`src/rtl/dtr_pkg.sv`:
```
// types, constants and helpers shared by the divider and reloading timer
`default_nettype none

package dtr_pkg;

	// seconds tick period in machine cycles and its counter width
	localparam int unsigned RTC_PERIOD = 4194304;
	localparam int unsigned RTC_W      = $clog2(RTC_PERIOD);
	localparam logic [RTC_W:0] RTC_PERIOD_C = (RTC_W + 1)'(RTC_PERIOD);

	// largest step taken in one beat
	localparam logic [7:0] MAX_STEP_CYCLES = 8'd255;

	// timer residual width, wide enough for a full long period plus one step
	localparam int unsigned TRES_W = 11;

	// divider step intervals
	localparam logic [8:0] DIV_STEP_NORMAL = 9'd256;
	localparam logic [8:0] DIV_STEP_DOUBLE = 9'd128;

	// configuration register indexes
	localparam logic [1:0] CFG_TIMER_MODE   = 2'd0;
	localparam logic [1:0] CFG_RELOAD_VALUE = 2'd1;
	localparam logic [1:0] CFG_DOUBLE_SPEED = 2'd2;

	// timer control bits
	localparam int unsigned TCTRL_ENABLE_BIT = 2;

	// controller states
	typedef enum logic [0:0] {
		ST_IDLE,
		ST_RUN
	} state_t;

	// controller to datapath
	typedef struct packed {
		logic load;
		logic step;
		logic emit;
	} cmd_t;

	// datapath to controller
	typedef struct packed {
		logic more;
	} sts_t;

	// timer period for a selection, halved at double speed
	function automatic logic [TRES_W-1:0] timer_period(input logic [1:0] sel, input logic ds);
		logic [TRES_W-1:0] p;
		case (sel)
			2'd0:    p = TRES_W'(1024);
			2'd1:    p = TRES_W'(16);
			2'd2:    p = TRES_W'(64);
			default: p = TRES_W'(256);
		endcase
		timer_period = ds ? (p >> 1) : p;
	endfunction

endpackage

`default_nettype wire

```
`src/rtl/dtr_in_if.sv`:
```
// input channel: elapsed machine cycles
`default_nettype none

interface dtr_in_if;
	logic       valid;
	logic       ready;
	logic [7:0] elapsed_cycles;

	modport source (output valid, output elapsed_cycles, input ready);
	modport sink   (input valid, input elapsed_cycles, output ready);
endinterface

`default_nettype wire

```
`src/rtl/dtr_out_if.sv`:
```
// output channel: divider, timer and flags
`default_nettype none

interface dtr_out_if;
	logic       valid;
	logic       ready;
	logic [7:0] divider_out;
	logic [7:0] timer_out;
	logic       timer_irq;
	logic       second_tick;

	modport source (output valid, output divider_out, output timer_out,
		output timer_irq, output second_tick, input ready);
	modport sink   (input valid, input divider_out, input timer_out,
		input timer_irq, input second_tick, output ready);
endinterface

`default_nettype wire

```
`src/rtl/dtr_cfg_if.sv`:
```
// configuration write channel
`default_nettype none

interface dtr_cfg_if;
	logic       valid;
	logic       ready;
	logic [1:0] index;
	logic [7:0] data;

	modport source (output valid, output index, output data, input ready);
	modport sink   (input valid, input index, input data, output ready);
endinterface

`default_nettype wire

```
`src/rtl/divider_and_reloading_timer.sv`:
```
// top level of the divider and reloading timer
//
// channel  dir  beat contents
// req      in   elapsed_cycles
// rsp      out  divider_out, timer_out, timer_irq, second_tick
// cfg      in   index, data (0 timer_mode, 1 reload_value, 2 double_speed)
//
// a beat runs in order: accept and update divider and seconds count,
// then the timer increments (one per clock through the shared residual
// subtractor), then load the output register
// a beat holds up to 32 timer increments at the shortest period and up to
// 96 right after a switch from the longest one
// req is ready again once the result is in the output register, even while
// rsp stalls; cfg is always ready
// reset clears all state and configuration at once, no clearing pass; the output register is not reset
`default_nettype none

module divider_and_reloading_timer (
	input wire logic   clk,
	input wire logic   arst_n,
	dtr_in_if.sink     req,
	dtr_out_if.source  rsp,
	dtr_cfg_if.sink    cfg
);

	dtr_pkg::cmd_t cmd;
	dtr_pkg::sts_t sts;

	assign cfg.ready = 1'b1;

	// controller
	dtr_ctrl u_ctrl (
		.clk       (clk),
		.arst_n    (arst_n),
		.in_valid  (req.valid),
		.in_ready  (req.ready),
		.out_valid (rsp.valid),
		.out_ready (rsp.ready),
		.cmd       (cmd),
		.sts       (sts)
	);

	// datapath
	dtr_datapath u_datapath (
		.clk            (clk),
		.arst_n         (arst_n),
		.cfg_write      (cfg.valid),
		.cfg_index      (cfg.index),
		.cfg_data       (cfg.data),
		.elapsed_cycles (req.elapsed_cycles),
		.cmd            (cmd),
		.sts            (sts),
		.divider_out    (rsp.divider_out),
		.timer_out      (rsp.timer_out),
		.timer_irq      (rsp.timer_irq),
		.second_tick    (rsp.second_tick)
	);

endmodule

`default_nettype wire

```
`src/rtl/dtr_ctrl.sv`:
```
// controller state machine: accept, iterate timer increments, deliver
`default_nettype none

module dtr_ctrl (
	input  wire logic          clk,
	input  wire logic          arst_n,
	input  wire logic          in_valid,
	output logic               in_ready,
	output logic               out_valid,
	input  wire logic          out_ready,
	output dtr_pkg::cmd_t      cmd,
	input  wire dtr_pkg::sts_t sts
);

	dtr_pkg::state_t state_q, state_d;
	logic            out_valid_q;

	// state register
	always_ff @(posedge clk or negedge arst_n) begin
		if (!arst_n) begin
			state_q <= dtr_pkg::ST_IDLE;
		end else begin
			state_q <= state_d;
		end
	end

	// next state and commands
	always_comb begin
		state_d  = state_q;
		cmd      = '0;
		in_ready = 1'b0;
		unique case (state_q)
			dtr_pkg::ST_IDLE: begin
				in_ready = 1'b1;
				if (in_valid) begin
					cmd.load = 1'b1;
					state_d  = dtr_pkg::ST_RUN;
				end
			end
			dtr_pkg::ST_RUN: begin
				if (sts.more) begin
					cmd.step = 1'b1;
				end else if (!out_valid_q || out_ready) begin
					cmd.emit = 1'b1;
					state_d  = dtr_pkg::ST_IDLE;
				end
			end
			default: begin
				state_d = dtr_pkg::ST_IDLE;
			end
		endcase
	end

	// output beat valid
	always_ff @(posedge clk or negedge arst_n) begin
		if (!arst_n) begin
			out_valid_q <= 1'b0;
		end else if (cmd.emit) begin
			out_valid_q <= 1'b1;
		end else if (out_ready) begin
			out_valid_q <= 1'b0;
		end
	end

	assign out_valid = out_valid_q;

endmodule

`default_nettype wire

```
`src/rtl/dtr_datapath.sv`:
```
// datapath: config registers, divider, timer, seconds count, output register
`default_nettype none

module dtr_datapath (
	input  wire logic          clk,
	input  wire logic          arst_n,
	input  wire logic          cfg_write,
	input  wire logic [1:0]    cfg_index,
	input  wire logic [7:0]    cfg_data,
	input  wire logic [7:0]    elapsed_cycles,
	input  wire dtr_pkg::cmd_t cmd,
	output dtr_pkg::sts_t      sts,
	output logic [7:0]         divider_out,
	output logic [7:0]         timer_out,
	output logic               timer_irq,
	output logic               second_tick
);

	localparam int unsigned RW  = dtr_pkg::RTC_W;
	localparam int unsigned TRW = dtr_pkg::TRES_W;

	// configuration
	logic [2:0] timer_mode_q;
	logic [7:0] reload_value_q;
	logic       double_speed_q;

	// state
	logic [7:0]     div_residual_q;
	logic [7:0]     div_value_q;
	logic [TRW-1:0] tim_residual_q;
	logic [7:0]     tim_value_q;
	logic [1:0]     period_select_q;
	logic           period_latched_q;
	logic [RW-1:0]  rtc_count_q;
	logic           irq_q;
	logic           tick_q;

	// combinational
	logic [7:0]     cycles;
	logic [RW:0]    rtc_sum;
	logic [8:0]     div_sum;
	logic [1:0]     div_inc;
	logic [7:0]     div_res_next;
	logic [TRW-1:0] period_now;
	logic           tim_enable;

	// configuration writes, unknown indexes dropped
	always_ff @(posedge clk or negedge arst_n) begin
		if (!arst_n) begin
			timer_mode_q   <= '0;
			reload_value_q <= '0;
			double_speed_q <= 1'b0;
		end else if (cfg_write) begin
			unique case (cfg_index)
				dtr_pkg::CFG_TIMER_MODE:   timer_mode_q   <= cfg_data[2:0];
				dtr_pkg::CFG_RELOAD_VALUE: reload_value_q <= cfg_data;
				dtr_pkg::CFG_DOUBLE_SPEED: double_speed_q <= cfg_data[0];
				default: ;
			endcase
		end
	end

	// step size, seconds count and divider for the accepted beat
	always_comb begin
		cycles  = (elapsed_cycles > dtr_pkg::MAX_STEP_CYCLES) ?
			dtr_pkg::MAX_STEP_CYCLES : elapsed_cycles;
		rtc_sum = {1'b0, rtc_count_q} + (RW + 1)'(cycles);
		div_sum = {1'b0, div_residual_q} + {1'b0, cycles};
		if (double_speed_q) begin
			div_inc      = div_sum[8:7];
			div_res_next = {1'b0, div_sum[6:0]};
		end else begin
			div_inc      = {1'b0, div_sum[8]};
			div_res_next = div_sum[7:0];
		end
	end

	// timer period and loop status
	assign tim_enable = timer_mode_q[dtr_pkg::TCTRL_ENABLE_BIT];
	assign period_now = dtr_pkg::timer_period(period_select_q, double_speed_q);
	assign sts.more   = tim_enable && (tim_residual_q >= period_now);

	// state update
	always_ff @(posedge clk or negedge arst_n) begin
		if (!arst_n) begin
			div_residual_q   <= '0;
			div_value_q      <= '0;
			tim_residual_q   <= '0;
			tim_value_q      <= '0;
			period_select_q  <= '0;
			period_latched_q <= 1'b0;
			rtc_count_q      <= '0;
			irq_q            <= 1'b0;
			tick_q           <= 1'b0;
		end else if (cmd.load) begin
			irq_q <= 1'b0;
			if (rtc_sum >= dtr_pkg::RTC_PERIOD_C) begin
				rtc_count_q <= RW'(rtc_sum - dtr_pkg::RTC_PERIOD_C);
				tick_q      <= 1'b1;
			end else begin
				rtc_count_q <= RW'(rtc_sum);
				tick_q      <= 1'b0;
			end
			div_residual_q <= div_res_next;
			div_value_q    <= div_value_q + {6'd0, div_inc};
			if (tim_enable) begin
				if (!period_latched_q) begin
					period_select_q  <= timer_mode_q[1:0];
					period_latched_q <= 1'b1;
				end
				tim_residual_q <= tim_residual_q + TRW'(cycles);
			end
		end else if (cmd.step) begin
			// one timer increment per cycle, reload on overflow
			tim_residual_q  <= tim_residual_q - period_now;
			period_select_q <= timer_mode_q[1:0];
			if (tim_value_q == 8'hff) begin
				tim_value_q <= reload_value_q;
				irq_q       <= 1'b1;
			end else begin
				tim_value_q <= tim_value_q + 8'd1;
			end
		end
	end

	// output register
	always_ff @(posedge clk) begin
		if (cmd.emit) begin
			divider_out <= div_value_q;
			timer_out   <= tim_value_q;
			timer_irq   <= irq_q;
			second_tick <= tick_q;
		end
	end

endmodule

`default_nettype wire

```
`src/flat_wrapper.sv`:
```
// flat-port wrapper written by rule: the top's interface ports become plain ports
module divider_and_reloading_timer_flat 
  (clk, arst_n, req_valid, req_elapsed_cycles, req_ready, rsp_valid, rsp_divider_out, rsp_timer_out, rsp_timer_irq, rsp_second_tick, rsp_ready, cfg_valid, cfg_index, cfg_data, cfg_ready);
  dtr_in_if req_i ();
  dtr_out_if rsp_i ();
  dtr_cfg_if cfg_i ();
  input wire logic clk;
  input wire logic arst_n;
  input wire logic [$bits(req_i.valid)-1:0] req_valid;
  input wire logic [$bits(req_i.elapsed_cycles)-1:0] req_elapsed_cycles;
  output wire logic [$bits(req_i.ready)-1:0] req_ready;
  output wire logic [$bits(rsp_i.valid)-1:0] rsp_valid;
  output wire logic [$bits(rsp_i.divider_out)-1:0] rsp_divider_out;
  output wire logic [$bits(rsp_i.timer_out)-1:0] rsp_timer_out;
  output wire logic [$bits(rsp_i.timer_irq)-1:0] rsp_timer_irq;
  output wire logic [$bits(rsp_i.second_tick)-1:0] rsp_second_tick;
  input wire logic [$bits(rsp_i.ready)-1:0] rsp_ready;
  input wire logic [$bits(cfg_i.valid)-1:0] cfg_valid;
  input wire logic [$bits(cfg_i.index)-1:0] cfg_index;
  input wire logic [$bits(cfg_i.data)-1:0] cfg_data;
  output wire logic [$bits(cfg_i.ready)-1:0] cfg_ready;
  assign req_i.valid = req_valid;
  assign req_i.elapsed_cycles = req_elapsed_cycles;
  assign req_ready = req_i.ready;
  assign rsp_valid = rsp_i.valid;
  assign rsp_divider_out = rsp_i.divider_out;
  assign rsp_timer_out = rsp_i.timer_out;
  assign rsp_timer_irq = rsp_i.timer_irq;
  assign rsp_second_tick = rsp_i.second_tick;
  assign rsp_i.ready = rsp_ready;
  assign cfg_i.valid = cfg_valid;
  assign cfg_i.index = cfg_index;
  assign cfg_i.data = cfg_data;
  assign cfg_ready = cfg_i.ready;
  divider_and_reloading_timer u_core (.clk(clk), .arst_n(arst_n), .req(req_i), .rsp(rsp_i), .cfg(cfg_i));
endmodule
```
`config.mk`:
```
export PLATFORM = sky130hd
export DESIGN_NAME = divider_and_reloading_timer_flat
export DESIGN_NICKNAME = d
export VERILOG_FILES = /design/src/rtl/dtr_pkg.sv /design/src/rtl/dtr_in_if.sv /design/src/rtl/dtr_out_if.sv /design/src/rtl/dtr_cfg_if.sv /design/src/rtl/divider_and_reloading_timer.sv /design/src/rtl/dtr_ctrl.sv /design/src/rtl/dtr_datapath.sv /design/src/flat_wrapper.sv
export SDC_FILE = /design/constraint.sdc
export NUM_CORES = 1
export LEC_CHECK = 0
export BUFFER_PORTS_ARGS = -buffer_cell sky130_fd_sc_hd__buf_2
export CORE_AREA = 2 2 136 138
export DETAILED_ROUTE_END_ITERATION = 6
export DIE_AREA = 0 0 138 140
export GPL_ROUTABILITY_DRIVEN = 0
export GPL_TIMING_DRIVEN = 0
export PLACE_DENSITY_LB_ADDON = 0.05
export SYNTH_ARGS = -nofsm -noshare
export SYNTH_HDL_FRONTEND = slang
export SYNTH_SLANG_ARGS = --single-unit
```
`constraint.sdc`:
```
create_clock -name clk -period 8.1 [get_ports clk]
set_clock_uncertainty 0.1 [all_clocks]
set_input_delay 0.405 -clock clk [delete_from_list [all_inputs] [get_ports clk]]
set_output_delay 0.405 -clock clk [all_outputs]
set_load 0.005 [all_outputs]
```
==> metrics.txt <==
outcome=finished clean; worst min-delay path startpoint=cfg_data[3]; Peak VDD IR=0.000120 V; total design power=2.28 mW; clk_lat worst skew=0.35 ns; Simple-Gate Fraction of Synth Area=15.3%; Worst-path clk slew=0.07 ns; fraction of registers with async set/reset=80.9%; drt wl/cell=15.9 um; Antenna Nets Post-Route=0; die height=140 um; Yosys reg bits=94; synthesized-area fraction occupied by adder cells=10.3%; Worst Path Arrival=3.46 ns; proportion of layout cells with a drive suffix above 1=17.3%; Worst Setup Path Type=reg2reg; CTS Buf Count=9; Layout Nets=619; r2r endpoint=u_core.u_datapath.timer_out[2]$_DFFE_PP_; P&R area growth vs syn=16.1%; final WL=12600 um; clk buf depth=2; global route overflow=0; via/cell ratio=4.91; Lkg Pwr=2.67 nW; Tmin final=3.51 ns; post-synthesis sequential area ratio=46.6%; mean post-synth cell area=10.5 um^2; Tcrit/Tclk final=43.3%; Fmax achieved=285 MHz; Most used DFF post-synth=dfrtp_1; RSZ-0062 raised after global routing=false; fillcell total=1808; effective utilization at floorplan=29.5%; Mapped Area=5240 um^2; post-CTS resize count=0; hold_buf cts=1; Post-synth EDFFs=18; GR peak layer=met2; Core Util, Final=34.2%; Pwr Density=374 nW/um^2; main combinational cell family by area after synthesis=simple AND/OR/NAND/NOR gates; critical path endpoint category=flip-flop; Hold Path Depth=2; antenna violations before repair=0; All-Layer GR Usage=13.6%; Die Area=19300 um^2; die width=138 um; CORE AREA=17800 um^2; DR DRC count=0; Global Route met2 Usage=21.5%; ant diodes=0; HP Class=in2reg; Gate Count Post-Synth=500; DRT Pass-1 Iters=4; syn_nets=563; Synth area leader=dfrtp_1; DP Wirelength=9330 um; mux share of post-synthesis cell area=4.68%; Slew Limit Fails=0; post-synth cell types=61; CTS root buffer=clkbuf_16; vias in the first global route=3949; Least-Margin Pin Slew=0.731 ns; I/O pin cnt=44; Synth Area in XOR/XNOR=5.85%; Worst R2R Start=u_core.u_datapath.double_speed_q$_DFFE_PN0P_; Rows=49; H-tree levels=3; met1 Usage GRT=18.5%; share of Yosys cell area claimed by the top area cell type=36.3%; grt met3 use=3.15%; Port Buffers=42; WP data required=8.05 ns; Post-CTS Setup Bufs=0; DRT iter0 DRCs=195; Fin. Hold Viols=0; MaxCap Viol Count=0; Fin Setup TNS=0 ns; via count=3875; CP max FO=14; Worst setup SP type=flip-flop; Fin Hold WS=0.188 ns; Hold Path Sink=u_core.u_datapath.reload_value_q[3]$_DFFE_PN0P_; Compound-Gate Fraction of Synth Area=14.9%; TritonCTS clock tree=built; YS warnings=0; first-pass GRT wire length=20900 um; largest net degree at the start of global routing=40; CTS Sinks=94; Final setup viols=0; Register-to-Register Path Depth=11; Slew headroom=51.1%; worst reg2reg setup slack=4.59 ns; largest cells by area after synthesis=dfrtp_1, edfxtp_1, ha_1, mux2_2, nand2_1
[through the flow]
stage	setup WS (ns)	cells	area (um^2)
after global routing	4.37	790	6080
after detailed placement	4.50	773	5780
after global placement	3.76	771	5740
after floorplan	4.90	500	5240
after CTS	4.51	790	6080
final	4.59	790	6080
[flip-flops by register name (all words and copies together) (netlist names), 8 cells and up]
| name | cells |
|---|---|
| u_core.u_datapath.div_residual_q | 8 |
| u_core.u_datapath.div_value_q | 8 |
| u_core.u_datapath.divider_out | 8 |
| u_core.u_datapath.reload_value_q | 8 |
| u_core.u_datapath.rtc_count_q | 22 |
| u_core.u_datapath.tim_residual_q | 11 |
| u_core.u_datapath.tim_value_q | 8 |
| u_core.u_datapath.timer_out | 8 |
[placed cells by master, fill, tap and decap left out, types with 14 or more instances in the layout]
cell,netlist,final
a21oi_1,15,15
buf_2,2,43
dfrtp_1,76,76
edfxtp_1,18,18
ha_1,35,35
mux2_2,20,20
nand2_1,51,51
nand3_1,14,14
nor2_1,42,41
o21ai_0,35,35
xnor2_1,15,15
xor2_1,20,20
[worst max-delay path by stage]
stage / startpoint / to / slack, ns / cells past startpoint
after floorplan: u_core.u_datapath.period_select_q[1]$_DFFE_PN0P_ / u_core.u_datapath.divider_out[0]$_DFFE_PP_ / 4.90 / 9
after global placement: u_core.u_datapath.double_speed_q$_DFFE_PN0P_ / u_core.u_datapath.timer_out[4]$_DFFE_PP_ / 3.76 / 10
after detailed placement: req_elapsed_cycles[0] / u_core.u_datapath.div_value_q[6]$_DFFE_PN0P_ / 4.50 / 17
after CTS: u_core.u_datapath.double_speed_q$_DFFE_PN0P_ / u_core.u_datapath.timer_out[2]$_DFFE_PP_ / 4.51 / 11
after global routing: u_core.u_datapath.double_speed_q$_DFFE_PN0P_ / u_core.u_datapath.timer_out[5]$_DFFE_PP_ / 4.37 / 11
final: u_core.u_datapath.double_speed_q$_DFFE_PN0P_ / u_core.u_datapath.timer_out[2]$_DFFE_PP_ / 4.59 / 11
[cells by family (layout without fill, tap and decap cells)]
| group | Yosys count | count (layout) |
|---|---|---|
| AOI/OAI and AO/OA | 117 | 117 |
| xor gates and xnor gates | 35 | 35 |
| adders and majority gates | 40 | 40 |
| buffers and inverters | 28 | 89 |
| DFF | 94 | 94 |
| muxes | 22 | 22 |
| other | 1 | 1 |
| and+or+nand+nor | 163 | 163 |
[cells in the mapped netlist (3+ instances only)]
cell and n:
nand3b_1 3, nand2_1 51, a31oi_1 4, o22ai_1 4
nand2b_1 7, nand3_1 14, o21a_1 9, clkbuf_1 8
nor3_1 6, o21ai_0 35, edfxtp_1 18, or3b_2 3
xnor2_1 15, and3_1 7, nor2_1 42, ha_1 35
o31ai_1 4, a21o_1 9, nand4_1 7, inv_1 13
a211oi_1 11, mux2_2 20, o211ai_1 4, fa_1 5
a21oi_1 15, xor2_1 20, dfrtp_1 76, nor2b_1 7
[routing by layer]
layer | vias up | share of wire [%] | wire (um)
met5 | - | 0 | 0
met4 | 0 | 1.6 | 197
met3 | 10 | 3.6 | 455
met2 | 68 | 45 | 5670
met1 | 1871 | 50 | 6280
li1 | 1926 | - | -
[critical path, stage by stage, from the launching register on]
cell and delay (ns):
dfrtp_1 0.47, clkbuf_1 0.38, and3b_1 0.26, ha_1 0.19
fa_1 0.23, nand2b_1 0.15, a21oi_1 0.13, o311a_1 0.37
nor2_1 0.21, nand2_1 0.12, nor2_2 0.36, buf_8 0.22
[final cells by class]
type / instances / area, um^2 / area share [%]
Clock inverter: 7 / 62.6 / 1.03
Multi-Input combinational cell: 378 / 2680 / 44.0
Clock buffer: 9 / 225 / 3.70
Tap cell: 229 / 287 / 4.71
Timing Repair Buffer: 45 / 265 / 4.36
Buffer: 15 / 73.8 / 1.21
Inverter: 13 / 48.8 / 0.802
Sequential cell: 94 / 2440 / 40.2
[power by group]
part           leakage (nW)  total, mW  switching (mW)  internal (mW)
Combinational          1.40       1.07           0.595          0.471
Clock                 0.141      0.424           0.208          0.216
Sequential             1.13      0.785           0.120          0.665
(Power assumes the default switching activity.)
